## src/hdl/gcdist_pkg.sv

```systemverilog
`timescale 1ns / 1ps
// ----------------------------------------------------------------------------
// gcdist_pkg
// Shared types, fixed-point constants and elaboration-time table functions
// for the great circle distance core.
// ----------------------------------------------------------------------------
package gcdist_pkg;

   localparam int ANGLE_FRAC_BITS = 30;

   // field widths
   localparam int LAT_W      = 28;
   localparam int LON_W      = 29;
   localparam int RADIUS_W   = 14;
   localparam int ANGLE_W    = 32;
   localparam int KM_W       = 26;
   localparam int MI_W       = 25;
   localparam int REQ_DATA_W = 120;
   localparam int RSP_DATA_W = 88;

   // tdata field offsets
   localparam int LAT1_LSB = 0;
   localparam int LON1_LSB = LAT1_LSB + LAT_W;
   localparam int LAT2_LSB = LON1_LSB + LON_W;
   localparam int LON2_LSB = LAT2_LSB + LAT_W;
   localparam int KM_LSB   = ANGLE_W;
   localparam int MI_LSB   = KM_LSB + KM_W;
   localparam int RSP_PAD  = RSP_DATA_W - MI_LSB - MI_W;

   localparam logic [RADIUS_W-1:0] RADIUS_RESET = 14'd6371;

   // internal datapath widths
   localparam int MAG_W      = 28;
   localparam int ROT_W      = 34;
   localparam int VEC_W      = 60;
   localparam int ZV_W       = 34;
   localparam int SQ_W       = 64;
   localparam int ROOT_W     = 32;
   localparam int SQRT_STEPS = 32;
   localparam int VEC_SHIFT  = 24;

   // angles in half-microdegrees
   localparam logic signed [31:0] FULL_TURN    = 32'sd720000000;
   localparam logic signed [31:0] HALF_TURN    = 32'sd360000000;
   localparam logic signed [31:0] QUARTER_TURN = 32'sd180000000;

   localparam logic [63:0] DEG_DIVISOR = 64'd114591559;
   localparam logic [63:0] PI_Q62      = 64'hC90FDAA22168C234;
   localparam logic [63:0] PI_FIX_W    = PI_Q62 >> (62 - ANGLE_FRAC_BITS);
   localparam logic [ANGLE_W-1:0] PI_FIX = PI_FIX_W[ANGLE_W-1:0];

   // half-microdegrees to radians: |h| * CONV >> CONV_SHIFT
   localparam logic [63:0] CONV_Q = (64'd1 << 63) / DEG_DIVISOR;
   localparam logic [63:0] CONV_R = (64'd1 << 63) % DEG_DIVISOR;
   localparam logic [63:0] CONV   = (CONV_Q << 24) | ((CONV_R << 24) / DEG_DIVISOR);
   localparam int CONV_SHIFT = 87 - ANGLE_FRAC_BITS;
   localparam logic [31:0] CONV_LO = CONV[31:0];
   localparam logic [28:0] CONV_HI = CONV[60:32];

   typedef struct packed {
      logic signed [ROT_W-1:0] x;
      logic signed [ROT_W-1:0] y;
      logic signed [ROT_W-1:0] z;
   } rot_type;

   typedef struct packed {
      logic signed [VEC_W-1:0] x;
      logic signed [VEC_W-1:0] y;
      logic signed [ZV_W-1:0]  z;
   } vec_type;

   typedef struct packed {
      logic [SQ_W-1:0]   rem;
      logic [ROOT_W-1:0] root;
   } sqrt_type;

   typedef struct packed {
      logic [MAG_W-1:0] mag;
      logic             msign;
      logic             neg;
   } red_type;

   function automatic logic [63:0] rnd_shr64(input logic [63:0] v, input int s);
      logic [63:0] r;
      if (s == 0) r = v;
      else r = (v >> s) + ((v >> (s - 1)) & 64'd1);
      return r;
   endfunction

   // shift-subtract divide, elaboration only
   function automatic logic [63:0] udiv64(input logic [63:0] num, input logic [63:0] den);
      logic [64:0] rem;
      logic [63:0] quo;
      rem = '0;
      quo = '0;
      for (int b = 63; b >= 0; b--) begin
         rem = {rem[63:0], num[b]};
         if (rem >= {1'b0, den}) begin
            rem    = rem - {1'b0, den};
            quo[b] = 1'b1;
         end
      end
      return quo;
   endfunction

   // atan(2^-step) in Q.F; series in Q62 for step > 0
   function automatic logic [63:0] atan_q(input int step);
      logic [63:0] sum;
      logic [63:0] term;
      logic [63:0] res;
      int          e;
      sum = '0;
      if (step == 0) begin
         res = rnd_shr64(PI_Q62, 64 - ANGLE_FRAC_BITS);
      end else begin
         for (int k = 0; k < 32; k++) begin
            e = step * (2 * k + 1);
            if (e <= 62) begin
               term = udiv64((64'd1 << 62) >> e, 64'(2 * k + 1));
               if (k % 2 == 1) sum = sum - term;
               else sum = sum + term;
            end
         end
         res = rnd_shr64(sum, 62 - ANGLE_FRAC_BITS);
      end
      return res;
   endfunction

   // 1/prod(1+4^-i) in Q62
   function automatic logic [63:0] inv_gain_sq(input int steps);
      logic [63:0] p;
      p = 64'd1 << 62;
      for (int i = 0; i < 64; i++) begin
         if (i < steps && 2 * i < 62) p = p - udiv64(p, (64'd1 << (2 * i)) + 64'd1);
      end
      return p;
   endfunction

   // |h| < 2^29 stays inside one full turn, so only one wrap step is needed
   function automatic red_type reduce_angle(input logic signed [31:0] h);
      logic signed [31:0] m;
      red_type            r;
      m     = h;
      r.neg = 1'b0;
      if (m >= HALF_TURN) m = m - FULL_TURN;
      if (m < -HALF_TURN) m = m + FULL_TURN;
      if (m > QUARTER_TURN) begin
         m     = m - HALF_TURN;
         r.neg = 1'b1;
      end
      if (m < -QUARTER_TURN) begin
         m     = m + HALF_TURN;
         r.neg = 1'b1;
      end
      r.msign = m[31];
      r.mag   = m[31] ? MAG_W'(-m) : MAG_W'(m);
      return r;
   endfunction

endpackage

```

## src/hdl/gcdist_rot_cell.sv

```systemverilog
`timescale 1ns / 1ps
// ----------------------------------------------------------------------------
// gcdist_rot_cell
// One rotation-mode CORDIC step with its output register.
// ----------------------------------------------------------------------------
module gcdist_rot_cell #(
   parameter int STEP = 0
) (
   input  logic                 clock,
   input  logic                 en,
   input  gcdist_pkg::rot_type  din,
   output gcdist_pkg::rot_type  dout
);
   import gcdist_pkg::*;

   localparam logic [63:0] ATN_W = atan_q(STEP);
   localparam logic signed [ROT_W-1:0] ATN = ATN_W[ROT_W-1:0];

   rot_type                 step_ff, step_in;
   logic signed [ROT_W-1:0] dx, dy;

   always_comb begin
      dx      = din.y >>> STEP;
      dy      = din.x >>> STEP;
      step_in = din;
      if (din.z >= 0) begin
         step_in.x = din.x - dx;
         step_in.y = din.y + dy;
         step_in.z = din.z - ATN;
      end else begin
         step_in.x = din.x + dx;
         step_in.y = din.y - dy;
         step_in.z = din.z + ATN;
      end
   end

   always_ff @(posedge clock) begin
      if (en) step_ff <= step_in;
   end

   assign dout = step_ff;

endmodule

```

## config.mk

```make
export PLATFORM = sky130hd
export DESIGN_NAME = gcdist_rot_cell
export DESIGN_NICKNAME = d
export VERILOG_FILES = /design/src/hdl/gcdist_pkg.sv /design/src/hdl/gcdist_rot_cell.sv
export SDC_FILE = /design/constraint.sdc
export NUM_CORES = 1
export LEC_CHECK = 0
export BUFFER_PORTS_ARGS = -buffer_cell sky130_fd_sc_hd__buf_2
export CORE_MARGIN = 2
export CORE_UTILIZATION = 35
export DETAILED_ROUTE_END_ITERATION = 12
export PLACE_DENSITY_LB_ADDON = 0.12
export SETUP_SLACK_MARGIN = 0.15
export SLEW_MARGIN = 25
export SYNTH_ARGS = -nofsm -noshare
export SYNTH_HDL_FRONTEND = slang
export SYNTH_SLANG_ARGS = --single-unit
```

## constraint.sdc

```tcl
create_clock -name clock -period 6.3 [get_ports clock]
set_input_delay 0.945 -clock clock [delete_from_list [all_inputs] [get_ports clock]]
set_output_delay 0.945 -clock clock [all_outputs]
set_load 0.01 [all_outputs]
```

-- After elaboration in Yosys (flattened, before gate mapping)
Index checks and enable logic that the tools add are counted.
- register bits: 102
- input bits: 104
- output and inout port bits: 102
- word-level logic and storage cells: 10
- $add $sub $neg: 5
- order comparisons: 1
- mux-type cells: 1
- operators by type and width (kind ; number):
    102-bit 2-to-1 mux ; 1
    34-bit subtractor ; 2
    34-bit by 31-bit adder with 34-bit output (second input constant) ; 1
    34-bit adder ; 1
    34-bit by 1-bit greater-or-equal comparator with 1-bit output (second input constant) ; 1
    34-bit by 31-bit subtractor with 34-bit output (second input constant) ; 1

-- Longest topological paths before layout
- depth in word-level cells: 2
- depth in mapped cells: 21
- mapped depth without buffers: 18

-- Worst setup path after synthesis
No wires, ideal clock.
- kind: input -> register
- start: input din[33] (netlist name)
- end: register step_ff, in the netlist dout[29] (data pin)
- library setup time: 0.261 ns
- arrival time: 5.093 ns
- data required time: 6.039 ns
- slack: 0.946 ns
- stages: 21
- path buffers: 3
- cells stage by stage: inv_1 > ha_1 > nor4b_1 > nand4_1 > nor4_1 > and4_1 > nand2b_1 > buf_2 > inv_2 > buf_2 > buf_1 > ha_1 > a211oi_2 > o21bai_1 > a221o_1 > a21o_1 > a221o_1 > or3_4 > a31oi_4 > o21ai_2 > xor2_1
- RTL lines (what ; RTL line ; RTL):
    from (decl) ; gcdist_rot_cell.sv:11 ; input gcdist_pkg::rot_type din,
    to (signal assigned) ; gcdist_rot_cell.sv:38 ; if (en) step_ff <= step_in;
    to (decl) ; gcdist_rot_cell.sv:19 ; rot_type step_ff, step_in;

==> run summary <==
Final Cycle Share - 81.3%
DR WL/cell - 18.3 µm
Vias in the first global route - 9406
Vias/cell - 5.48
# resized after CTS - 0
Fmax - 195 MHz
Core ar. - 29700 µm²
Gr ovfl total - 0
Setup TNS Final - 0 ns
Syn. warnings - 0
Pwr/cell area - 207 nW/µm²
CTS tree - done
Initial antenna violation count - 0
DPL Wire Length - 26300 µm
Min-delay worst type - in2reg
Mapped Avg Cell Area - 8.52 µm²
NumNets Final - 1655
Mapped cell area - 10600 µm²
Worst Setup Start Kind - input port
CP Capture Type - register
Crit path DAT - 5.23 ns
Total CTS buffers - 9
Hold Vio Cnt, Final - 0
Detailed router's first-iteration violation count - 967
Vias - 9926
Slew Viols, Final - 0
Max FFs per register - 101
Cells along the critical path - buf_2, inv_1, ha_1, nor4b_1, nand4_1, nor4_1, and4_1, nand2b_2, buf_12, ha_1, and3_1, and3_1, a211oi_2, a311oi_2, a221o_1, o31ai_1, o311a_1, o21bai_1, xor2_1
Antenna diodes - 0
Dpl ws - 0.752 ns
Synthesis-to-finish area growth - 15.2%
Mapped Cells - 1245
Power, Total - 2530 µW
Post-CTS Hold Buffers - 0
Htree depth - 3
Sequential share of the synthesized area - 28.6%
Synth area leaders - edfxtp_1, ha_1, a21oi_1
Number of synthesized flops with an enable pin - 101
First-pass GRT wire length - 51100 µm
Yosys reg bits - 101
Die area - 31700 µm²
Post-CTS Setup Inserts - 0
IR drop worst, VDD - 0.112 mV
Yosys top cell by area - edfxtp_1
Row cnt - 63
CP bufs+invs - 3
Required @ worst endpoint - 6.41 ns
Final instance area - 12200 µm²
Chip Width - 178 µm
IO Pins - 206
Synth top area share - 28.6%
Max_cap viols - 0
Top FF cell, synth - edfxtp_1
Delay-heaviest family, CP - compound AO/OA/AOI/OAI gates
Async SR Flop Fraction - 0%
Library cells used by synthesis - 74
Relative max-transition margin - 35.1%
ANT nets after route - 0
Placer congestion estimate - 0.882
CTS sink cnt - 101
Measured slew at the worst slew-check pin - 0.967 ns
Clock Path Buffers - 2
Syn_nets - 1485
RSZ-0062 raised after global routing - false
Layout cells sized above 1 - 17.4%
P_leak - 0.00542 µW
IO Port Bufs - 205
Fillcell total - 3075
Max incr delay on CP - 0.41 ns
Total track usage - 20.5%
Kind of critical path - in2reg
Min Clock Period, post-route - 5.12 ns
Placed cell area - 12000 µm²
Initial core utilization - 35.7%
Clock transition at path regs - 0.08 ns
Slowest-stage cell, CP - a221o_1
Pre-Repair DR Iteration Count - 6
Worst setup margin - 1.18 ns
Drt total wl - 33100 µm
Detailed-route DRC error count - 0
Clk root buf - clkbuf_16
Most numerous cell in the Yosys netlist - a21oi_1
Die height - 178 µm
Commonest cells in the netlist - a21oi_1, ha_1, inv_1
Largest net degree at the start of global routing - 78
Outcome - complete, no violations
Setup Viol. Count Final - 0
CP Max Fanout - 77
final timing paths:
check                from  cells after the start  slack, ns  endpoint
hold / removal     din[0]                      2       0.94   dout[0]
setup / recovery  din[33]                     19       1.18  dout[33]
metal layers:
metal	part of all wire [%]	track usage, %	vias up
li1	-	-	4853
met1	47	29.4	4624
met2	44	32.6	406
met3	6.8	2.83	43
met4	1.8	4.92	0
met5	0	0	-
kinds of logic after synthesis:
group / count (synthesis) / share of synthesized area [%]
DFF: 101 / 28.6
muxes: 11 / 1.05
buffers and inverters: 164 / 6.10
adders and majority gates: 136 / 16.3
AOI/OAI and AO/OA: 423 / 25.7
xor gates and xnor gates: 91 / 7.51
and+or+nand+nor: 319 / 14.8
report_power, final:
group          switching [µW]  internal, µW  leakage [µW]  total, µW
clock                     282           272      0.000134        554
sequential               31.8           892      0.000989        924
combinational             646           401       0.00429       1050
total                     960          1570       0.00542       2530
placed cells by master, fill, tap and decap left out, types with 18 or more instances in the layout:
master,Yosys,final
edfxtp_1,101,101
inv_1,113,113
o21bai_1,34,34
a21o_1,39,39
ha_1,132,132
nand2_1,64,64
nor2_1,109,109
nor3_1,22,22
a31oi_1,18,18
xnor2_1,74,74
nand2b_1,26,25
a21oi_1,139,139
o21ai_0,81,81
buf_2,14,204
per-stage QoR:
step | hold WS (ns) | utilization (%) | instances
CTS | 0.935 | 41.1 | 1810
detailed placement | 1.31 | 40.2 | 1794
global placement | 1.31 | 40.2 | 1794
floorplan | 1.06 | - | 1245
global route | 0.949 | 41.1 | 1810
finish | 0.939 | 41.1 | 1810
area by class of cell:
type / instances / area, µm² / share of cell area, %
Multi-Input combinational cell: 980 / 6930 / 56.7
Tap cell: 390 / 488 / 3.99
Sequential cell: 101 / 3030 / 24.8
Clock buffer: 10 / 229 / 1.87
Timing Repair Buffer: 208 / 1060 / 8.70
Clock inverter: 6 / 43.8 / 0.358
Inverter: 115 / 432 / 3.53
Note: power is estimated with default switching activity, not from simulation.
