--- src/hdl/gcdist_pkg.sv ---
`timescale 1ns / 1ps
// ----------------------------------------------------------------------------
// gcdist_pkg
// Shared types, fixed-point constants and elaboration-time table functions
// for the great circle distance core.
// ----------------------------------------------------------------------------
package gcdist_pkg;

   localparam int ANGLE_FRAC_BITS = 30;

   // field widths
   localparam int LAT_W      = 28;
   localparam int LON_W      = 29;
   localparam int RADIUS_W   = 14;
   localparam int ANGLE_W    = 32;
   localparam int KM_W       = 26;
   localparam int MI_W       = 25;
   localparam int REQ_DATA_W = 120;
   localparam int RSP_DATA_W = 88;

   // tdata field offsets
   localparam int LAT1_LSB = 0;
   localparam int LON1_LSB = LAT1_LSB + LAT_W;
   localparam int LAT2_LSB = LON1_LSB + LON_W;
   localparam int LON2_LSB = LAT2_LSB + LAT_W;
   localparam int KM_LSB   = ANGLE_W;
   localparam int MI_LSB   = KM_LSB + KM_W;
   localparam int RSP_PAD  = RSP_DATA_W - MI_LSB - MI_W;

   localparam logic [RADIUS_W-1:0] RADIUS_RESET = 14'd6371;

   // internal datapath widths
   localparam int MAG_W      = 28;
   localparam int ROT_W      = 34;
   localparam int VEC_W      = 60;
   localparam int ZV_W       = 34;
   localparam int SQ_W       = 64;
   localparam int ROOT_W     = 32;
   localparam int SQRT_STEPS = 32;
   localparam int VEC_SHIFT  = 24;

   // angles in half-microdegrees
   localparam logic signed [31:0] FULL_TURN    = 32'sd720000000;
   localparam logic signed [31:0] HALF_TURN    = 32'sd360000000;
   localparam logic signed [31:0] QUARTER_TURN = 32'sd180000000;

   localparam logic [63:0] DEG_DIVISOR = 64'd114591559;
   localparam logic [63:0] PI_Q62      = 64'hC90FDAA22168C234;
   localparam logic [63:0] PI_FIX_W    = PI_Q62 >> (62 - ANGLE_FRAC_BITS);
   localparam logic [ANGLE_W-1:0] PI_FIX = PI_FIX_W[ANGLE_W-1:0];

   // half-microdegrees to radians: |h| * CONV >> CONV_SHIFT
   localparam logic [63:0] CONV_Q = (64'd1 << 63) / DEG_DIVISOR;
   localparam logic [63:0] CONV_R = (64'd1 << 63) % DEG_DIVISOR;
   localparam logic [63:0] CONV   = (CONV_Q << 24) | ((CONV_R << 24) / DEG_DIVISOR);
   localparam int CONV_SHIFT = 87 - ANGLE_FRAC_BITS;
   localparam logic [31:0] CONV_LO = CONV[31:0];
   localparam logic [28:0] CONV_HI = CONV[60:32];

   typedef struct packed {
      logic signed [ROT_W-1:0] x;
      logic signed [ROT_W-1:0] y;
      logic signed [ROT_W-1:0] z;
   } rot_type;

   typedef struct packed {
      logic signed [VEC_W-1:0] x;
      logic signed [VEC_W-1:0] y;
      logic signed [ZV_W-1:0]  z;
   } vec_type;

   typedef struct packed {
      logic [SQ_W-1:0]   rem;
      logic [ROOT_W-1:0] root;
   } sqrt_type;

   typedef struct packed {
      logic [MAG_W-1:0] mag;
      logic             msign;
      logic             neg;
   } red_type;

   function automatic logic [63:0] rnd_shr64(input logic [63:0] v, input int s);
      logic [63:0] r;
      if (s == 0) r = v;
      else r = (v >> s) + ((v >> (s - 1)) & 64'd1);
      return r;
   endfunction

   // shift-subtract divide, elaboration only
   function automatic logic [63:0] udiv64(input logic [63:0] num, input logic [63:0] den);
      logic [64:0] rem;
      logic [63:0] quo;
      rem = '0;
      quo = '0;
      for (int b = 63; b >= 0; b--) begin
         rem = {rem[63:0], num[b]};
         if (rem >= {1'b0, den}) begin
            rem    = rem - {1'b0, den};
            quo[b] = 1'b1;
         end
      end
      return quo;
   endfunction

   // atan(2^-step) in Q.F; series in Q62 for step > 0
   function automatic logic [63:0] atan_q(input int step);
      logic [63:0] sum;
      logic [63:0] term;
      logic [63:0] res;
      int          e;
      sum = '0;
      if (step == 0) begin
         res = rnd_shr64(PI_Q62, 64 - ANGLE_FRAC_BITS);
      end else begin
         for (int k = 0; k < 32; k++) begin
            e = step * (2 * k + 1);
            if (e <= 62) begin
               term = udiv64((64'd1 << 62) >> e, 64'(2 * k + 1));
               if (k % 2 == 1) sum = sum - term;
               else sum = sum + term;
            end
         end
         res = rnd_shr64(sum, 62 - ANGLE_FRAC_BITS);
      end
      return res;
   endfunction

   // 1/prod(1+4^-i) in Q62
   function automatic logic [63:0] inv_gain_sq(input int steps);
      logic [63:0] p;
      p = 64'd1 << 62;
      for (int i = 0; i < 64; i++) begin
         if (i < steps && 2 * i < 62) p = p - udiv64(p, (64'd1 << (2 * i)) + 64'd1);
      end
      return p;
   endfunction

   // |h| < 2^29 stays inside one full turn, so only one wrap step is needed
   function automatic red_type reduce_angle(input logic signed [31:0] h);
      logic signed [31:0] m;
      red_type            r;
      m     = h;
      r.neg = 1'b0;
      if (m >= HALF_TURN) m = m - FULL_TURN;
      if (m < -HALF_TURN) m = m + FULL_TURN;
      if (m > QUARTER_TURN) begin
         m     = m - HALF_TURN;
         r.neg = 1'b1;
      end
      if (m < -QUARTER_TURN) begin
         m     = m + HALF_TURN;
         r.neg = 1'b1;
      end
      r.msign = m[31];
      r.mag   = m[31] ? MAG_W'(-m) : MAG_W'(m);
      return r;
   endfunction

endpackage

--- src/hdl/gcdist_vec_cell.sv ---
`timescale 1ns / 1ps
// ----------------------------------------------------------------------------
// gcdist_vec_cell
// One vectoring-mode CORDIC step with its output register.
// ----------------------------------------------------------------------------
module gcdist_vec_cell #(
   parameter int STEP = 0
) (
   input  logic                 clock,
   input  logic                 en,
   input  gcdist_pkg::vec_type  din,
   output gcdist_pkg::vec_type  dout
);
   import gcdist_pkg::*;

   localparam logic [63:0] ATN_W = atan_q(STEP);
   localparam logic signed [ZV_W-1:0] ATN = ATN_W[ZV_W-1:0];

   vec_type                 step_ff, step_in;
   logic signed [VEC_W-1:0] dx, dy;

   // drive y toward zero, clockwise while y is not negative
   always_comb begin
      dx      = din.y >>> STEP;
      dy      = din.x >>> STEP;
      step_in = din;
      if (din.y >= 0) begin
         step_in.x = din.x + dx;
         step_in.y = din.y - dy;
         step_in.z = din.z + ATN;
      end else begin
         step_in.x = din.x - dx;
         step_in.y = din.y + dy;
         step_in.z = din.z - ATN;
      end
   end

   always_ff @(posedge clock) begin
      if (en) step_ff <= step_in;
   end

   assign dout = step_ff;

endmodule

--- config.mk ---
export PLATFORM = sky130hd
export DESIGN_NAME = gcdist_vec_cell
export DESIGN_NICKNAME = d
export VERILOG_FILES = /design/src/hdl/gcdist_pkg.sv /design/src/hdl/gcdist_vec_cell.sv
export SDC_FILE = /design/constraint.sdc
export NUM_CORES = 1
export LEC_CHECK = 0
export BUFFER_PORTS_ARGS = -buffer_cell sky130_fd_sc_hd__buf_2
export CAP_MARGIN = 10
export CORE_ASPECT_RATIO = 1.1
export CORE_MARGIN = 4
export CORE_UTILIZATION = 40
export CTS_BUF_LIST = sky130_fd_sc_hd__clkbuf_2 sky130_fd_sc_hd__clkbuf_4 sky130_fd_sc_hd__clkbuf_8
export DETAILED_ROUTE_END_ITERATION = 8
export GPL_TIMING_DRIVEN = 0
export SYNTH_ARGS = -nofsm -noshare
export SYNTH_HDL_FRONTEND = slang
export SYNTH_SLANG_ARGS = --single-unit
--- constraint.sdc ---
create_clock -name clock -period 4.7 [get_ports clock]
set_input_delay 0.94 -clock clock [delete_from_list [all_inputs] [get_ports clock]]
set_output_delay 0.94 -clock clock [all_outputs]
set_load 0.005 [all_outputs]
Word level (Yosys, flattened, before mapping)

Index checks and enable logic that the tools add are counted.

Output and inout bits: 154
Register bits after elaboration: 154
Input bits: 156

Add/sub/neg operators: 5
$lt $le $gt $ge: 1
Muxes and demuxes: 1

Operators by type and width:

| cell                   | count |
|---|---|
| $mux 154               | 1 |
| $sub 60x60->60         | 2 |
| $add 60x60->60         | 1 |
| $ge 60x1->1 const B    | 1 |
| $add 34x31->34 const B | 1 |
| $sub 34x31->34 const B | 1 |

Longest topological paths before layout

Gate-level depths: netlist (run 1).

Depth in word-level cells: 2
Gate-level depth with buffers: 19
Mapped depth without buffers: 14

Least setup slack after synthesis (run 1)

OpenSTA, ideal clock, no wires.

Kind: input -> register
Start: in din[93] (netlist name)
End: reg step_ff (netlist bit dout[30]) (data pin)
Required time: 4.438 ns
Library setup time: 0.262 ns
Data arrival time: 4.636 ns
Setup slack: -0.198 ns
Stages on the path: 19
Cell sequence: buf_2 > buf_2 > buf_2 > buf_2 > clkbuf_1 > clkbuf_1 > buf_1 > xor2_1 > ha_1 > o221ai_1 > a31oi_1 > nand3_1 > a31oi_1 > o21ai_0 > o41ai_1 > nand2_1 > nand2b_1 > a21oi_1 > xnor2_1

RTL lines:

| item                   | line                  | source |
|---|---|---|
| start: declaration     | gcdist_vec_cell.sv:11 | `input gcdist_pkg::vec_type din,` |
| end signal: assignment | gcdist_vec_cell.sv:39 | `if (en) step_ff <= step_in;` |
| end: declaration       | gcdist_vec_cell.sv:19 | `vec_type step_ff, step_in;` |

==> results of run 1 <==
[placed cells by master (no fill, tap or decap), types with 18 or more instances in the layout]
master    count
xor2_1       26
a21oi_1     277
a31oi_1      22
nand4_1      31
xnor2_1     129
o21bai_1     56
a21o_1       47
nand3_1      33
edfxtp_1    153
a211oi_1     20
o31ai_1      19
o211ai_1     20
o21a_1       18
o21ai_0     146
clkbuf_1     60
nand2_1     137
nor2_1      178
ha_1        192
nand2b_1     25
inv_1       192
buf_2       321
clkbuf_8     18
nor3_1       57
mux2i_1      35
[per-layer routing]
layer / track usage (%) / vias up / wire [µm]
met2: 48.8 / 855 / 33700
met5: 0 / - / 29
met4: 13.6 / 6 / 3200
li1: - / 8456 / -
met3: 4.78 / 181 / 5280
met1: 40.5 / 8758 / 31300
[kinds of logic (layout without fill, tap and decap cells)]
| family | Yosys count | after routing | synth area share [%] |
|---|---|---|---|
| simple gates | 553 | 553 | 14.9 |
| buf+inv | 309 | 644 | 6.92 |
| compound gates | 765 | 765 | 27.8 |
| fa+ha+maj | 196 | 196 | 14.2 |
| xor+xnor | 155 | 155 | 7.80 |
| mux | 35 | 35 | 2.01 |
| other cells | 0 | 6 | 0 |
| flops | 153 | 153 | 26.4 |
[final timing paths]
kind,to,slack [ns],cells after the start
min,dout[93]$_DFFE_PP_,0.71,2
max,dout[148]$_DFFE_PP_,-0.001,15
[report_power, final]
| group | switching [mW] | total, mW | internal [mW] |
|---|---|---|---|
| Combinational | 1.52 | 2.40 | 0.877 |
| Clock | 0.603 | 1.03 | 0.425 |
| Sequential | 0.0709 | 1.89 | 1.82 |
[per-stage QoR]
| step | TNS [ns] | hold slack [ns] |
|---|---|---|
| floorplan | 0 | 1.05 |
| global placement | -43.22 | 1.26 |
| detailed placement | -41.32 | 1.27 |
| CTS | 0 | 0.674 |
| global route | -0.0600 | 0.713 |
| finish | -0.00118 | 0.714 |
[cell type report]
class,count,area [µm²]
clock buffer,17,234
buffer,105,475
multi-input combinational,1704,11700
timing repair buffer,304,1570
fill,4375,22500
antenna,6,15.0
clock inverter,15,139
tap,567,709
sequential,153,4590
inverter,203,763
[what timing repair did]
item	4_1_cts	5_1_grt
pin swaps	1	1
gates resized for setup	17	19
endpoints found under the setup margin	21	17
setup buffers	1	0
==> metrics, run 1 <==
hpwl dp=between 50,000 and 60,000 µm; Final Critical Period=4.70 ns; ys async rst share=0%; clock sinks=between 150 and 200; height of the die=227 µm; fin crit share=100%; maxcap violations=0; status=finished with violations; Commonest cells post-synth=a21oi_1, ha_1, inv_1; hold path startpoint=din[153]; Final setup viols=1; critical setup path kind=primary input to flip-flop; area of the die=46,900 µm²; start point of the critical path=din[47]; Avg Cell Area, Syn=8.04 µm²; first-pass GRT wire length=108,000 µm; synth-to-layout area growth=16.1%; crit-path cells=buf_2 -> inv_1 -> ha_1 -> buf_2 -> a21oi_1 -> o21ai_0 -> a211oi_1 -> a31oi_1 -> a31o_2 -> a211oi_1 -> o21ai_0 -> a211oi_1 -> a21oi_1 -> o21ai_1 -> xnor2_1; Vias/cell=5.94; Setup WS pre-CTS=-1.80 ns; Post-Route WL=73,500 µm; Post-DRT Antenna Nets=0; top_reg_cell synth=edfxtp_1; Max H-tree Level=4; Power, Total=about 5.3 mW; Final Wtd Congestion=between 0.9 and 1; Worst setup SP type=primary input; fin area=around 20,000 µm²; placed instance count=a little over 3,000; DRT Pass-1 Iters=5; setup ws final=-0.00118 ns; DRC=0; Critical Path Max Stage Delay=~0.75 ns; critical path's top delay family=compound AO/OA/AOI/OAI gates; slew margin rel.=between 15 and 20%; placed cell area=19,700 µm²; share of cells above drive strength 1=17.0%; clk buf depth=2; Worst EP required=4.99 ns; peak supply drop=approximately 0.22 mV; Crit path arrival time=4.99 ns; Site Rows=79; failing checks=setup timing; GRT Total Usage=30.4%; crit end category=flip-flop; Mapped Area=17,400 µm²; Yosys top cell area share=a little over a quarter; most common cell in the netlist=a21oi_1; vias=18,300; CTS root buf=clkbuf_8; CP most frequent cell=a211oi_1; Initial Utilization=40.8%; final core occ=a little under half; static leakage=8.78 nW; vias in the first global route=roughly 18,000; CP max FO=10; Largest register FFs=roughly 150; Routed WL per cell=around 24 µm; Cell variety after synth=between 80 and 90; final std cells w/o fill=a little over 3,000; TritonCTS clock tree=done; highest-delay cell along the critical path=a211oi_1; Hold Fails Final Rpt=0; post-synthesis sequential area ratio=26.4%; largest net degree at the start of global routing=97; Max Fclk=213 MHz; number of hold buffers added after CTS=0; die width=about 210 µm; Hold Crit Class=primary input to flip-flop; # nets final=2,839; Syn Nets=2,517; Yosys reg bits=153; number of I/O port buffers=300; initial antenna violation count=9; top cells by area, synth=edfxtp_1, ha_1, a21oi_1; Worst Max-Slew Pin Slew=1.24 ns; Yosys Warn Count=0; Syn Inst Count=2,166; top-level port count=between 300 and 400; Yosys top cell by area=edfxtp_1; clock buffer count from CTS=17; Final Max Slew Viols=0; initial DRC count=around 1,700; pwr/cell area=roughly 260 nW/µm²; Core Area=42,700 µm²; Post-synth EDFFs=about 150; GRT overflow=0; clk slew on worst S/H paths=approximately 0.10 ns; Buf/Inv on CP=3
(Power assumes the default switching activity.)
==> run 2: changes to the inputs <==
--- a/config.mk
+++ b/config.mk
@@ -13,6 +13,7 @@
 export CTS_BUF_LIST = sky130_fd_sc_hd__clkbuf_2 sky130_fd_sc_hd__clkbuf_4 sky130_fd_sc_hd__clkbuf_8
 export DETAILED_ROUTE_END_ITERATION = 8
 export GPL_TIMING_DRIVEN = 0
+export REMOVE_ABC_BUFFERS = 1
 export SYNTH_ARGS = -nofsm -noshare
 export SYNTH_HDL_FRONTEND = slang
 export SYNTH_SLANG_ARGS = --single-unit
==> run 2 against run 1 <==
The flow now finishes without violations. Combinational power shrank 5%. First-iteration DRC count is 19% lower. Via count decreased by 5.4%. Final area decreased by 1.8%. Sequential cell count stayed put. Global-route usage is 5.4 points lower. Sequential share of layout area grew 0.42 points. Utilization down 0.86 points. Largest cell class unchanged.
==> metrics, run 2 (synthesis results as in run 1) <==
area of the die=46,900 µm²; Post-DRT Antenna Nets=0; CP max FO=10; hpwl dp=47,900 µm; Buf/Inv on CP=2; Post-Route WL=slightly above 60,000 µm; initial antenna violation count=3; largest net degree at the start of global routing=98; CP most frequent cell=a21oi_1; GRT Total Usage=25.0%; Post-CTS Setup Bufs=0; height of the die=approximately 230 µm; Setup TNS Final=0 ns; area of the multi-input gates=11,700 µm²; critical path's top delay family=compound AO/OA/AOI/OAI gates; Max H-tree Level=4; pwr/cell area=268 nW/µm²; Worst Max-Slew Pin Slew=0.885 ns; Layout fillers=about 4,300; status=finished, final reports clean; Routed WL per cell=20.6 µm; DRC=0; peak supply drop=0.178 mV; Final setup viols=0; Clock Power Share=22.0%; static leakage=8.64 nW; vias in the first global route=16,600; hold_ws=about 0.73 ns; setup ws final=0.0706 ns; highest-delay cell along the critical path=o311ai_1; fin crit share=98.5%; DRT Pass-1 Iters=6; RSZ-0062 raised after global routing=false; top-level port count=310; number of hold buffers added after CTS=0; final core occ=between 40 and 50%; critical setup path kind=primary input to flip-flop; Hold Crit Class=primary input to flip-flop; Worst setup SP type=primary input; GRT overflow=0; maxcap violations=0; Core Area=42,700 µm²; Sw Pwr=2.06 mW; clk slew on worst S/H paths=0.09 ns; clock buffer count from CTS=17; placed cell area=19,300 µm²; combinational share of power=42.8%; Vias/cell=5.81; crit end category=flip-flop; fin area=19,900 µm²; Int Pwr=approximately 3.3 mW; first-pass GRT wire length=92,500 µm; TritonCTS clock tree=done; vias=17,300; Largest register FFs=~150; Final Wtd Congestion=0.957; sequential share of power=35.2%; commonest non-fill, non-tap cells in the layout=buf_2, a21oi_1, inv_1, ha_1, nor2_1; slew margin rel.=40.2%; Hold Fails Final Rpt=0; Initial Utilization=40.8%; Worst EP required=4.97 ns; clk buf depth=2; synth-to-layout area growth=14.0%; share of cells above drive strength 1=16.4%; clock sinks=153; Sw Ratio=38.7%; CTS root buf=clkbuf_8; Sequential Area=~4600 µm²; initial DRC count=approximately 1,400; most common cell after layout, fill and taps aside=buf_2; Crit path arrival time=4.90 ns; number of I/O port buffers=309; Final Critical Period=4.63 ns; Site Rows=79; crit-path cells=buf_2 -> inv_1 -> ha_1 -> or2b_1 -> a21oi_1 -> o311ai_1 -> a31oi_2 -> a311o_1 -> a31oi_1 -> o221ai_1 -> a21oi_1 -> o21ai_0 -> o21ai_1 -> xnor2_1; Max Fclk=216 MHz; Final Max Slew Viols=0; Setup WS pre-CTS=-1.09 ns; Critical Path Max Stage Delay=0.55 ns; # nets final=approximately 2,700; die width=approximately 210 µm
run 2: changes by cell type in the layout (fill, tap and decap cells not counted), sizes merged:
cell,delta
buf,-34
bufbuf,+1
clkbuf,-62
diode,-5
clkinvlp,-1
inv,-3
bufinv,+3
run 2: area by class of cell:
class	count	share of cell area, %
Antenna cell	1	0.0126
Clock buffer	18	1.22
Clock inverter	14	0.983
Inverter	203	3.90
Multi-Input combinational cell	1704	58.7
Sequential cell	153	23.1
Tap cell	567	3.57
Timing Repair Buffer	313	8.44
run 2: final timing paths:
kind | start | to | cells past startpoint
worst max-delay path | din[36] | dout[152]$_DFFE_PP_ | 14
worst min-delay path | din[153] | dout[153]$_DFFE_PP_ | 2
run 2: power by group through the flow:
| stage | Combinational [mW] | Sequential, mW | Clock [mW] |
|---|---|---|---|
| floorplan | 1.31 | 1.94 | 0 |
| global placement | 2.23 | 1.91 | 0 |
| detailed placement | 2.22 | 1.91 | 0 |
| CTS | 2.25 | 1.88 | 1.21 |
| global route | 2.49 | 1.90 | 1.27 |
| finish | 2.28 | 1.88 | 1.17 |
run 2: repair_timing:
| action | in CTS | in global routing |
|---|---|---|
| gates cloned | 1 | 0 |
| setup endpoints to repair | 13 | 16 |
| gates resized for setup | 3 | 9 |
run 2: through the flow:
step           cells  power [mW]
2_1_floorplan   2060        3.25
3_3_place_gp    2936        4.13
3_5_place_dp    2939        4.13
4_1_cts         2972        5.34
5_1_grt         2973        5.65
6_report        2973        5.32
run 2: per-layer routing:
layer	share of wire (%)	track usage, %
met5	0.021	0
met4	2.8	8.59
met3	6.9	3.66
met1	44	34.2
met2	46	40.7
