### src/hdl/gcdist_pkg.sv
`timescale 1ns / 1ps
// ----------------------------------------------------------------------------
// gcdist_pkg
// Shared types, fixed-point constants and elaboration-time table functions
// for the great circle distance core.
// ----------------------------------------------------------------------------
package gcdist_pkg;

   localparam int ANGLE_FRAC_BITS = 30;

   // field widths
   localparam int LAT_W      = 28;
   localparam int LON_W      = 29;
   localparam int RADIUS_W   = 14;
   localparam int ANGLE_W    = 32;
   localparam int KM_W       = 26;
   localparam int MI_W       = 25;
   localparam int REQ_DATA_W = 120;
   localparam int RSP_DATA_W = 88;

   // tdata field offsets
   localparam int LAT1_LSB = 0;
   localparam int LON1_LSB = LAT1_LSB + LAT_W;
   localparam int LAT2_LSB = LON1_LSB + LON_W;
   localparam int LON2_LSB = LAT2_LSB + LAT_W;
   localparam int KM_LSB   = ANGLE_W;
   localparam int MI_LSB   = KM_LSB + KM_W;
   localparam int RSP_PAD  = RSP_DATA_W - MI_LSB - MI_W;

   localparam logic [RADIUS_W-1:0] RADIUS_RESET = 14'd6371;

   // internal datapath widths
   localparam int MAG_W      = 28;
   localparam int ROT_W      = 34;
   localparam int VEC_W      = 60;
   localparam int ZV_W       = 34;
   localparam int SQ_W       = 64;
   localparam int ROOT_W     = 32;
   localparam int SQRT_STEPS = 32;
   localparam int VEC_SHIFT  = 24;

   // angles in half-microdegrees
   localparam logic signed [31:0] FULL_TURN    = 32'sd720000000;
   localparam logic signed [31:0] HALF_TURN    = 32'sd360000000;
   localparam logic signed [31:0] QUARTER_TURN = 32'sd180000000;

   localparam logic [63:0] DEG_DIVISOR = 64'd114591559;
   localparam logic [63:0] PI_Q62      = 64'hC90FDAA22168C234;
   localparam logic [63:0] PI_FIX_W    = PI_Q62 >> (62 - ANGLE_FRAC_BITS);
   localparam logic [ANGLE_W-1:0] PI_FIX = PI_FIX_W[ANGLE_W-1:0];

   // half-microdegrees to radians: |h| * CONV >> CONV_SHIFT
   localparam logic [63:0] CONV_Q = (64'd1 << 63) / DEG_DIVISOR;
   localparam logic [63:0] CONV_R = (64'd1 << 63) % DEG_DIVISOR;
   localparam logic [63:0] CONV   = (CONV_Q << 24) | ((CONV_R << 24) / DEG_DIVISOR);
   localparam int CONV_SHIFT = 87 - ANGLE_FRAC_BITS;
   localparam logic [31:0] CONV_LO = CONV[31:0];
   localparam logic [28:0] CONV_HI = CONV[60:32];

   typedef struct packed {
      logic signed [ROT_W-1:0] x;
      logic signed [ROT_W-1:0] y;
      logic signed [ROT_W-1:0] z;
   } rot_type;

   typedef struct packed {
      logic signed [VEC_W-1:0] x;
      logic signed [VEC_W-1:0] y;
      logic signed [ZV_W-1:0]  z;
   } vec_type;

   typedef struct packed {
      logic [SQ_W-1:0]   rem;
      logic [ROOT_W-1:0] root;
   } sqrt_type;

   typedef struct packed {
      logic [MAG_W-1:0] mag;
      logic             msign;
      logic             neg;
   } red_type;

   function automatic logic [63:0] rnd_shr64(input logic [63:0] v, input int s);
      logic [63:0] r;
      if (s == 0) r = v;
      else r = (v >> s) + ((v >> (s - 1)) & 64'd1);
      return r;
   endfunction

   // shift-subtract divide, elaboration only
   function automatic logic [63:0] udiv64(input logic [63:0] num, input logic [63:0] den);
      logic [64:0] rem;
      logic [63:0] quo;
      rem = '0;
      quo = '0;
      for (int b = 63; b >= 0; b--) begin
         rem = {rem[63:0], num[b]};
         if (rem >= {1'b0, den}) begin
            rem    = rem - {1'b0, den};
            quo[b] = 1'b1;
         end
      end
      return quo;
   endfunction

   // atan(2^-step) in Q.F; series in Q62 for step > 0
   function automatic logic [63:0] atan_q(input int step);
      logic [63:0] sum;
      logic [63:0] term;
      logic [63:0] res;
      int          e;
      sum = '0;
      if (step == 0) begin
         res = rnd_shr64(PI_Q62, 64 - ANGLE_FRAC_BITS);
      end else begin
         for (int k = 0; k < 32; k++) begin
            e = step * (2 * k + 1);
            if (e <= 62) begin
               term = udiv64((64'd1 << 62) >> e, 64'(2 * k + 1));
               if (k % 2 == 1) sum = sum - term;
               else sum = sum + term;
            end
         end
         res = rnd_shr64(sum, 62 - ANGLE_FRAC_BITS);
      end
      return res;
   endfunction

   // 1/prod(1+4^-i) in Q62
   function automatic logic [63:0] inv_gain_sq(input int steps);
      logic [63:0] p;
      p = 64'd1 << 62;
      for (int i = 0; i < 64; i++) begin
         if (i < steps && 2 * i < 62) p = p - udiv64(p, (64'd1 << (2 * i)) + 64'd1);
      end
      return p;
   endfunction

   // |h| < 2^29 stays inside one full turn, so only one wrap step is needed
   function automatic red_type reduce_angle(input logic signed [31:0] h);
      logic signed [31:0] m;
      red_type            r;
      m     = h;
      r.neg = 1'b0;
      if (m >= HALF_TURN) m = m - FULL_TURN;
      if (m < -HALF_TURN) m = m + FULL_TURN;
      if (m > QUARTER_TURN) begin
         m     = m - HALF_TURN;
         r.neg = 1'b1;
      end
      if (m < -QUARTER_TURN) begin
         m     = m + HALF_TURN;
         r.neg = 1'b1;
      end
      r.msign = m[31];
      r.mag   = m[31] ? MAG_W'(-m) : MAG_W'(m);
      return r;
   endfunction

endpackage

### src/hdl/gcdist_sqrt_cell.sv
`timescale 1ns / 1ps
// ----------------------------------------------------------------------------
// gcdist_sqrt_cell
// One result bit of a restoring floor square root, registered.
// ----------------------------------------------------------------------------
module gcdist_sqrt_cell #(
   parameter int BIT = 0
) (
   input  logic                 clock,
   input  logic                 en,
   input  gcdist_pkg::sqrt_type din,
   output gcdist_pkg::sqrt_type dout
);
   import gcdist_pkg::*;

   localparam int TW = SQ_W + 2;

   sqrt_type        bit_ff, bit_in;
   logic [TW-1:0]   trial;

   // (r + 2^k)^2 - r^2 with the low k bits of r still clear
   always_comb begin
      trial  = (TW'(din.root) << (BIT + 1)) + (TW'(1) << (2 * BIT));
      bit_in = din;
      if ({2'b00, din.rem} >= trial) begin
         bit_in.rem       = din.rem - trial[SQ_W-1:0];
         bit_in.root[BIT] = 1'b1;
      end
   end

   always_ff @(posedge clock) begin
      if (en) bit_ff <= bit_in;
   end

   assign dout = bit_ff;

endmodule

### config.mk
export PLATFORM = sky130hd
export DESIGN_NAME = gcdist_sqrt_cell
export DESIGN_NICKNAME = d
export VERILOG_FILES = /design/src/hdl/gcdist_pkg.sv /design/src/hdl/gcdist_sqrt_cell.sv
export SDC_FILE = /design/constraint.sdc
export NUM_CORES = 1
export LEC_CHECK = 0
export BUFFER_PORTS_ARGS = -buffer_cell sky130_fd_sc_hd__buf_2
export CAP_MARGIN = 20
export CORE_MARGIN = 1
export CORE_UTILIZATION = 56
export DETAILED_ROUTE_END_ITERATION = 10
export GPL_ROUTABILITY_DRIVEN = 0
export PLACE_DENSITY = 0.87
export SLEW_MARGIN = 15
export SYNTH_ARGS = -nofsm -noshare
export SYNTH_HDL_FRONTEND = slang
export SYNTH_SLANG_ARGS = --single-unit
### constraint.sdc
create_clock -name clock -period 5.79 [get_ports clock]
set_input_delay 1.4475 -clock clock [delete_from_list [all_inputs] [get_ports clock]]
set_output_delay 1.4475 -clock clock [all_outputs]
set_load 0.05 [all_outputs]
* Word level (Yosys, flattened, before mapping)
Cells that the tools add are included.
** Operators by class
- Muxes and demuxes :: 1
- $lt $le $gt $ge :: 1
- $add $sub $neg :: 2
** Operators by type and width (number)
- >= comparator 64 x 34 -> 1 bit :: 1
- two-way mux 64 bit :: 1
- subtractor 64 x 34 -> 64 bit :: 1
- adder 33 x 1 -> 34 bit (second input constant) :: 1
** Storage, ports and cells
- Word-level logic and storage cells :: 7
- Flip-flop bits (word level) :: 96
- Input bits :: 98
- Output and inout port bits :: 96

* Depth between registers and ports, before layout
Gate-level depths: netlist of run 1.
- Depth after elaboration :: 3
- Mapped depth :: 13
- Gate-level depth less buffers :: 11

* Worst setup path after synthesis of run 1
No wires, ideal clock.
- Path kind :: input to register
- From :: in din[78] (netlist bit)
- To :: reg bit_ff (netlist bit dout[85]), data pin
- Stages on the path :: 11
- Arrival time :: 3862 ps
- Setup time :: 266 ps
- Required time :: 5524 ps
- Slack :: 1662 ps
- Buffers on the path :: 3
- Path through :: or4_1 > or4b_1 > buf_2 > nand4bb_1 > a31o_1 > a221o_1 > buf_2 > nand4b_4 > buf_6 > nor3_1 > xor2_1
** On the way
- Word-level cells in the longest chain between the ends :: 2
- Elaborated cells on any way between the ends :: 3
- Those cells by class :: add/sub: 1; order compare: 1; mux: 1
** RTL lines
- start: declaration :: line gcdist_sqrt_cell.sv:11 : input gcdist_pkg::sqrt_type din,
- subtractor 64 x 34 -> 64 bit or >= comparator 64 x 34 -> 1 bit (tied branches) :: line gcdist_sqrt_cell.sv:26, gcdist_sqrt_cell.sv:25
- two-way mux 64 bit (*) :: line gcdist_sqrt_cell.sv:25 : if ({2'b00, din.rem} >= trial) begin
- via bit_in[85] :: line gcdist_sqrt_cell.sv:18 : sqrt_type bit_ff, bit_in;
- end signal: assignment :: line gcdist_sqrt_cell.sv:32 : if (en) bit_ff <= bit_in;
- end: declaration :: line gcdist_sqrt_cell.sv:18
Mark *: on every way through the listed nets, which the timed path passes. The rest lies on a longest branch.
A chain may end at the register's enable or synchronous reset.

* Final worst setup path of run 1
- From :: in din[22] (netlist bit)
- To :: reg bit_ff (netlist bit dout[89]), data pin
** On the way
- Word-level cells in the longest chain between the ends :: 3
- Elaborated cells on any way between the ends :: 4
- Those cells by class :: add/sub: 2; order compare: 1; mux: 1
** RTL lines
- adder 33 x 1 -> 34 bit (*) :: line gcdist_sqrt_cell.sv:23 : trial = (TW'(din.root) << (BIT + 1)) + (TW'(1) << (2 * BIT));
- subtractor 64 x 34 -> 64 bit or >= comparator 64 x 34 -> 1 bit (tied branches) :: line gcdist_sqrt_cell.sv:26, gcdist_sqrt_cell.sv:25
- two-way mux 64 bit (*) :: line gcdist_sqrt_cell.sv:25
- via bit_in[89] :: line gcdist_sqrt_cell.sv:18
Marks and branches as above.

==> impl_metrics.tcl, run 1 <==
set metrics [dict create \
    status "finished clean" \
    worstPathMaxFanout 23 \
    hold_start "din[16]" \
    antenna_found_initial 0 \
    avgSynthCellArea_um2 10.0 \
    grt-ovfl-total 0 \
    hold_path.class "in2reg" \
    netlist_area_um2 6010 \
    core-area_um2 10400 \
    maxCapViolCount 0 \
    crit_family "compound AO/OA/AOI/OAI gates" \
    dp_hpwl_mm 11.8 \
    drc 0 \
    ys_seq_elements 96 \
    ant_nets 0 \
    yosysSeqAreaShare 0.480 \
    grt_pass1_wl_mm 24.5 \
    finalMaxSlewViolations 0 \
    power_frac_seq 0.446 \
    yosys_warnings 0 \
    hold_path_depth 1 \
    die_area_um2 11200 \
    power_density_nw_per_um2 272 \
    clkSlewWorstSetupHoldPaths_ps 100 \
    io_pins 194 \
    drt_iter0_markers 362 \
    max_clock_freq_mhz 222 \
    arrival_ps 4610 \
    tightest_slew_ps 708 \
    grt.total_usage 0.279 \
    hold_buffers 0 \
    path_class "in2reg" \
    cts_buffer_depth 2 \
    dr.pass1.iters 5 \
    cp_num_buf_inv 2 \
    num_rows 37 \
    yosys-top-cells-count "edfxtp_1 (96), a21oi_1 (69), nor2_1 (58), nand2_1 (45), inv_1 (40)" \
    place_worst_setup_slack_ps 977 \
    crit_path_start_kind "input port" \
    ys_types 57 \
    cts_resized 0 \
    grt_max_degree 56 \
    synth_top_family_by_area "simple AND/OR/NAND/NOR gates" \
    area_delta_synth_final_pct 20.4 \
    wl_per_cell_um 16.5 \
    maxSlewHeadroom 0.528 \
    static-leakage-power_nw 3.08 \
    synth_xor_area_frac 0.0903 \
    setup_viol 0 \
    synth.net_count 733 \
    drive_gt1_frac 0.279 \
    rsz0062_at_grt "no" \
    n_antenna_cell 0 \
    switching_share 0.387 \
    p_sw_mw 0.762 \
    synth_top_area_cell "edfxtp_1" \
    fin_util 0.698 \
    cp.required_ps 5900 \
    ys.flop_type "edfxtp_1" \
    cts.sinks 96 \
    intPower_mw 1.21 \
    synthesis.instances 601 \
    dr_total_vias 5370 \
    pwr-share-comb 0.354 \
    critPathCaptureType "register" \
    max_stage_delay_ps 580 \
    fin_crit_sh 0.777 \
    setup_slack_ps 1290 \
    htree_num_levels 3 \
    nets 920 \
    synth_edf_count 96 \
    clockRootBuffer "clkbuf_8" \
    port_buffers 193 \
    die_h_um 106 \
    clockPowerShare 0.200 \
    whs_endpoint "dout[16]" \
    cts_made_buffers 9 \
    max-vdd-ir-drop_mv 0.167 \
    cts_setup_buffers 0 \
    synthDominantCellAreaShare 0.480 \
    synth-simple-area-share 0.165 \
    period_needed_ps 4500 \
    slowest_stage "a221o_2" \
    chipWidth_um 106 \
    largest_reg_flops 96 \
    timing_hold_violations_final 0 \
    crit_chain "buf_2, inv_1, ha_1, nand2_1, o21ai_0, a21oi_1, o41ai_1, a221o_2, nand4b_4, nor4_1, xor2_1" \
    synthAdderAreaFrac 0.0720 \
    synth.most_common_cell "edfxtp_1" \
    cts_tree "built" \
    synthArstFlopShare 0 \
    finalPower_mw 1.97 \
    viasPerCell 5.78 \
    synth_mux_area_frac 0.00187 \
    synth_compound_area_frac 0.150 \
    start_util 0.580 \
    routed_wl_mm 15.3 \
    tns_ps 0 \
    synth.area.top_cells "edfxtp_1 (48%), ha_1 (6.9%), a21oi_1 (5.7%)" \
    grt_pass1_vias 5205 \
]
## stage by stage
stage	cell area (um2)	instances	hold slack, ps
5_1_grt	7240	929	1250
6_report	7240	929	1260
4_1_cts	7240	929	1260
2_1_floorplan	6010	601	1550
3_5_place_dp	7080	913	1640
3_3_place_gp	7080	913	1640
## power by group through the flow
stage               registers, mW  clock network (mW)  logic (mW)
floorplan                    1.17                   0       0.231
global placement            0.892                   0       0.674
detailed placement          0.894                   0       0.686
CTS                         0.879               0.394       0.690
global route                0.886               0.417       0.738
finish                      0.878               0.393       0.695
## per-layer routing
metal | GRT usage | wire length, um | part of all wire
met5 | 0 | 0 | 0
met4 | 0.105 | 432 | 0.028
met3 | 0.0693 | 1380 | 0.090
met2 | 0.462 | 7190 | 0.47
met1 | 0.353 | 6300 | 0.41
## placed cells by master, fill, tap and decap left out, types with 4 or more instances in the layout
cell / n
a21o_1: 7
a21oi_1: 69
a31oi_1: 5
buf_2: 192
buf_4: 4
clkbuf_8: 9
edfxtp_1: 96
ha_1: 33
inv_1: 40
nand2_1: 45
nand2b_1: 4
nand3_1: 12
nand4_1: 11
nor2_1: 58
nor3_1: 20
nor4_1: 11
o211ai_1: 6
o21ai_0: 35
o21bai_1: 5
or2_2: 4
or3_1: 7
or4_1: 8
xnor2_1: 26
xor2_1: 36
## worst max path at each step
stage                     endpoint  cells after the start    start
final                     dout[89]                     11  din[22]
after global routing      dout[89]                     11  din[17]
after CTS                 dout[89]                     11  din[22]
after detailed placement  dout[89]                     11  din[22]
after global placement    dout[90]                      9  din[78]
after floorplan           dout[85]                     11  din[78]
## area by class of cell
class / instances / area [um2]
clock buffer: 11 / 131
clock inverter: 5 / 32.5
fill: 785 / 3130
inverter: 40 / 150
multi-input combinational: 445 / 2880
sequential: 96 / 2880
tap: 136 / 170
timing repair buffer: 196 / 991
## logic make-up (layout without fill, tap and decap cells)
| group | Yosys count | after routing |
|---|---|---|
| muxes | 1 | 1 |
| xor gates and xnor gates | 62 | 62 |
| DFF | 96 | 96 |
| buffers and inverters | 60 | 252 |
| and+or+nand+nor | 197 | 197 |
| adders and majority gates | 34 | 34 |
| AOI/OAI and AO/OA | 151 | 151 |
Note: power is estimated with default switching activity, not from simulation.
==> inputs of run 2 (changes only) <==
--- a/config.mk
+++ b/config.mk
@@ -8,10 +8,10 @@
 export BUFFER_PORTS_ARGS = -buffer_cell sky130_fd_sc_hd__buf_2
 export CAP_MARGIN = 20
 export CORE_MARGIN = 1
-export CORE_UTILIZATION = 56
+export CORE_UTILIZATION = 47
 export DETAILED_ROUTE_END_ITERATION = 10
 export GPL_ROUTABILITY_DRIVEN = 0
-export PLACE_DENSITY = 0.87
+export PLACE_DENSITY = 0.78
 export SLEW_MARGIN = 15
 export SYNTH_ARGS = -nofsm -noshare
 export SYNTH_HDL_FRONTEND = slang
==> constraint.sdc (replaced) <==
create_clock -name clock -period 3.75 [get_ports clock]
set_input_delay 0.9375 -clock clock [delete_from_list [all_inputs] [get_ports clock]]
set_output_delay 0.9375 -clock clock [all_outputs]
set_load 0.05 [all_outputs]
==> impl_metrics.tcl, run 2 (synthesis gave the netlist of run 1 again) <==
set metrics [dict create \
    io_pins 194 \
    power_density_nw_per_um2 429 \
    htree_num_levels 3 \
    drive_gt1_frac 0.311 \
    cts_buffer_depth 2 \
    clkSlewWorstSetupHoldPaths_ps 60 \
    drc 0 \
    cts_made_buffers 9 \
    fin_crit_sh 0.931 \
    cp.depth 11 \
    worstPathMaxFanout 13 \
    num_rows 40 \
    timing_hold_violations_final 0 \
    antenna_found_initial 1 \
    cp_num_buf_inv 2 \
    grt_pass1_vias 5350 \
    rsz0062_at_grt "no" \
    max_stage_delay_ps 700 \
    instances_no_fill 1001 \
    core-area_um2 12300 \
    viasPerCell 5.43 \
    cts_setup_buffers 0 \
    cts_resized 0 \
    area_delta_synth_final_pct 27.8 \
    nets 961 \
    grt_pass1_wl_mm 25.0 \
    tightest_slew_ps 543 \
    arrival_ps 3580 \
    hold_buffers 0 \
    clockRootBuffer "clkbuf_16" \
    wl_per_cell_um 16.0 \
    hold_path.class "in2reg" \
    die_h_um 115 \
    cp.required_ps 3840 \
    maxCapViolCount 0 \
    dr_total_vias 5440 \
    die_area_um2 13200 \
    start_util 0.490 \
    crit_family "simple AND/OR/NAND/NOR gates" \
    crit_path_start_kind "input port" \
    maxSlewHeadroom 0.633 \
    grt-ovfl-total 0 \
    cts_tree "built" \
    port_buffers 193 \
    crit_chain "buf_2, inv_1, ha_1, nand2_1, o21ai_0, a311oi_1, a2111o_1, or4b_2, nand4b_4, nor4_1, xor2_1" \
    drt_iter0_markers 422 \
    dp_cells 986 \
    setup_viol 0 \
    period_needed_ps 3490 \
    dp_hpwl_mm 12.9 \
    ant_nets 0 \
    largest_reg_flops 96 \
    path_class "in2reg" \
    final_cell_area_um2 7680 \
    max-vdd-ir-drop_mv 0.245 \
    dr.pass1.iters 5 \
    final_common_cell "buf_2" \
    critPathCaptureType "register" \
    status "finished clean" \
    cts.sinks 96 \
    hold_path_depth 1 \
    routed_wl_mm 16.0 \
    max_clock_freq_mhz 287 \
    slowest_stage "or4b_2" \
    grt.total_usage 0.247 \
    static-leakage-power_nw 3.32 \
    finalMaxSlewViolations 0 \
    final_cell_mix "buf_2 (192), edfxtp_1 (96), a21oi_1 (69)" \
    grt_max_degree 58 \
    chipWidth_um 115 \
    dpl_cell_area_um2 7440 \
]
-- run 2: path summary, 6_finish.rpt --
kind  endpoint  slack (ps)     from
min    dout[5]         770   din[5]
max   dout[83]         260  din[18]
-- run 2: final cells by class --
type                            count  area [um2]
Inverter                           40         150
Clock buffer                       12         236
Sequential cell                    96        2880
Antenna cell                        1        2.50
Tap cell                          168         210
Timing Repair Buffer              237        1310
Clock inverter                      2        8.76
Multi-Input combinational cell    445        2880
Fill cell                        1006        4580
-- run 2: through the flow --
stage / power, mW / utilization / worst slack [ps] / hold slack [ps] / TNS [ps]
2_1_floorplan: 2.15 / - / 132 / 1040 / 0
3_3_place_gp: 2.48 / 0.607 / 63.2 / 1130 / 0
3_5_place_dp: 2.50 / 0.607 / -56.5 / 1130 / -642
4_1_cts: 3.31 / 0.627 / 303 / 765 / 0
5_1_grt: 3.43 / 0.627 / 64.6 / 765 / 0
6_report: 3.30 / 0.627 / 260 / 769 / 0
-- run 2: where the power goes --
group          internal [mW]  leakage, nW  switching, mW
Clock                  0.439        0.120          0.367
Sequential              1.33        0.940         0.0291
Combinational          0.337         2.26          0.795
Total                   2.10         3.32           1.19
-- run 2: metal layers --
metal  vias to the layer above  GRT usage  routed length (um)
met3                        32     0.0606                1150
met4                         0      0.121                 434
li1                       2665          -                   -
met5                         -          0                   0
met1                      2518      0.292                6550
met2                       225      0.421                7900
==> inputs of run 3 (changes only) <==
--- a/config.mk
+++ b/config.mk
@@ -8,10 +8,11 @@
 export BUFFER_PORTS_ARGS = -buffer_cell sky130_fd_sc_hd__buf_2
 export CAP_MARGIN = 20
 export CORE_MARGIN = 1
-export CORE_UTILIZATION = 47
+export CORE_UTILIZATION = 45
 export DETAILED_ROUTE_END_ITERATION = 10
 export GPL_ROUTABILITY_DRIVEN = 0
-export PLACE_DENSITY = 0.78
+export PLACE_DENSITY = 0.75
+export RECOVER_POWER = 50
 export SLEW_MARGIN = 15
 export SYNTH_ARGS = -nofsm -noshare
 export SYNTH_HDL_FRONTEND = slang
==> impl_metrics.tcl, run 3 (synthesis gave the netlist of run 1 again) <==
set metrics [dict create \
    dr.pass1.iters 6 \
    critPathCaptureType "register" \
    dp_cells 994 \
    cts_setup_buffers 0 \
    wl_met2_mm 7.31 \
    cts_tree "built" \
    rsz0062_at_grt "no" \
    clkSlewWorstSetupHoldPaths_ps 60 \
    route.met3.wl_mm 1.56 \
    setup_viol 0 \
    cp_num_buf_inv 3 \
    drc 0 \
    cp.depth 12 \
    fin_util 0.604 \
    cp.required_ps 3850 \
    grt_max_degree 53 \
    power_density_nw_per_um2 446 \
    max_stage_delay_ps 590 \
    max-vdd-ir-drop_mv 0.286 \
    antenna_found_initial 1 \
    die_h_um 118 \
    static-leakage-power_nw 3.27 \
    status "complete, but fails checks" \
    path_class "in2reg" \
    io_pins 194 \
    start_util 0.469 \
    cts_buffer_depth 2 \
    port_buffers 193 \
    timing_hold_violations_final 0 \
    clockRootBuffer "clkbuf_16" \
    grt-ovfl-total 0 \
    fillerInstances 1112 \
    final_cell_mix "buf_2 (156), edfxtp_1 (96), a21oi_1 (69)" \
    max_clock_freq_mhz 287 \
    instances_no_fill 1010 \
    num_rows 41 \
    nets 965 \
    crit_chain "clkbuf_1, inv_1, ha_1, or4_1, nor4_1, nand4bb_1, a31o_1, a221o_2, nand3_1, buf_4, nor2_1, xor2_1" \
    largest_reg_flops 96 \
    final_common_cell "buf_2" \
    grt.total_usage 0.236 \
    htree_num_levels 3 \
    maxSlewHeadroom -0.771 \
    finalMaxSlewViolations 45 \
    cts_made_buffers 9 \
    grt_pass1_wl_mm 26.1 \
    die_area_um2 13800 \
    cts.sinks 96 \
    ant_nets 0 \
    grt_pass1_vias 5487 \
    multi_input_area_um2 2880 \
    core-area_um2 12800 \
    hold_path_depth 1 \
    hold_path.class "in2reg" \
    cts_resized 0 \
    violations "max-capacitance violations, max-slew violations" \
    worstPathMaxFanout 6 \
    dr_total_vias 5460 \
    maxCapViolCount 1 \
    crit_family "simple AND/OR/NAND/NOR gates" \
    drive_gt1_frac 0.275 \
    timing.hold.ws_ps 766 \
    area_delta_synth_final_pct 28.9 \
    tightest_slew_ps 2660 \
    dp_hpwl_mm 12.7 \
    slowest_stage "or4_1" \
    arrival_ps 3590 \
    drt_iter0_markers 478 \
    finalPower_mw 3.46 \
    crit_path_start_kind "input port" \
    viasPerCell 5.41 \
    routed_wl_mm 16.1 \
    wl_per_cell_um 15.9 \
    regArea_um2 2880 \
    hold_buffers 0 \
    fin_crit_sh 0.928 \
    chipWidth_um 118 \
    highest_layer "met4" \
    period_needed_ps 3480 \
    drt-met1-wl_mm 6.81 \
]
## run 3: final timing paths
path / startpoint / endpoint / slack [ps]
setup / recovery: din[31] / dout[74] / 270
hold / removal: din[7] / dout[7] / 770
## run 3: power breakdown
group	switching, mW	internal [mW]	leakage [nW]
Combinational	0.797	0.330	2.18
Sequential	0.0281	1.33	0.940
Clock	0.393	0.578	0.149
Total	1.22	2.24	3.27
## run 3: per-layer routing
metal,GRT usage,vias up
li1,-,2673
met1,0.300,2463
met2,0.376,284
met3,0.0785,40
met4,0.0841,0
met5,0,-
## run 3: final cells by class
class                   count  share of cell area
flip-flops and latches     96               0.372
multi-input cells         445               0.372
repair buffers            241               0.168
clock buffers               9              0.0291
well taps                 172              0.0278
inverters                  40              0.0194
clock inverters             6              0.0110
diodes                      1            0.000323
## run 3: metrics by stage
stage               TNS (ps)  area, um2  worst slack [ps]
floorplan                  0       6010               132
global placement       -12.7       7480             -6.65
detailed placement      -208       7480             -60.1
CTS                        0       7790               308
global route               0       7750              48.6
finish                     0       7750               268
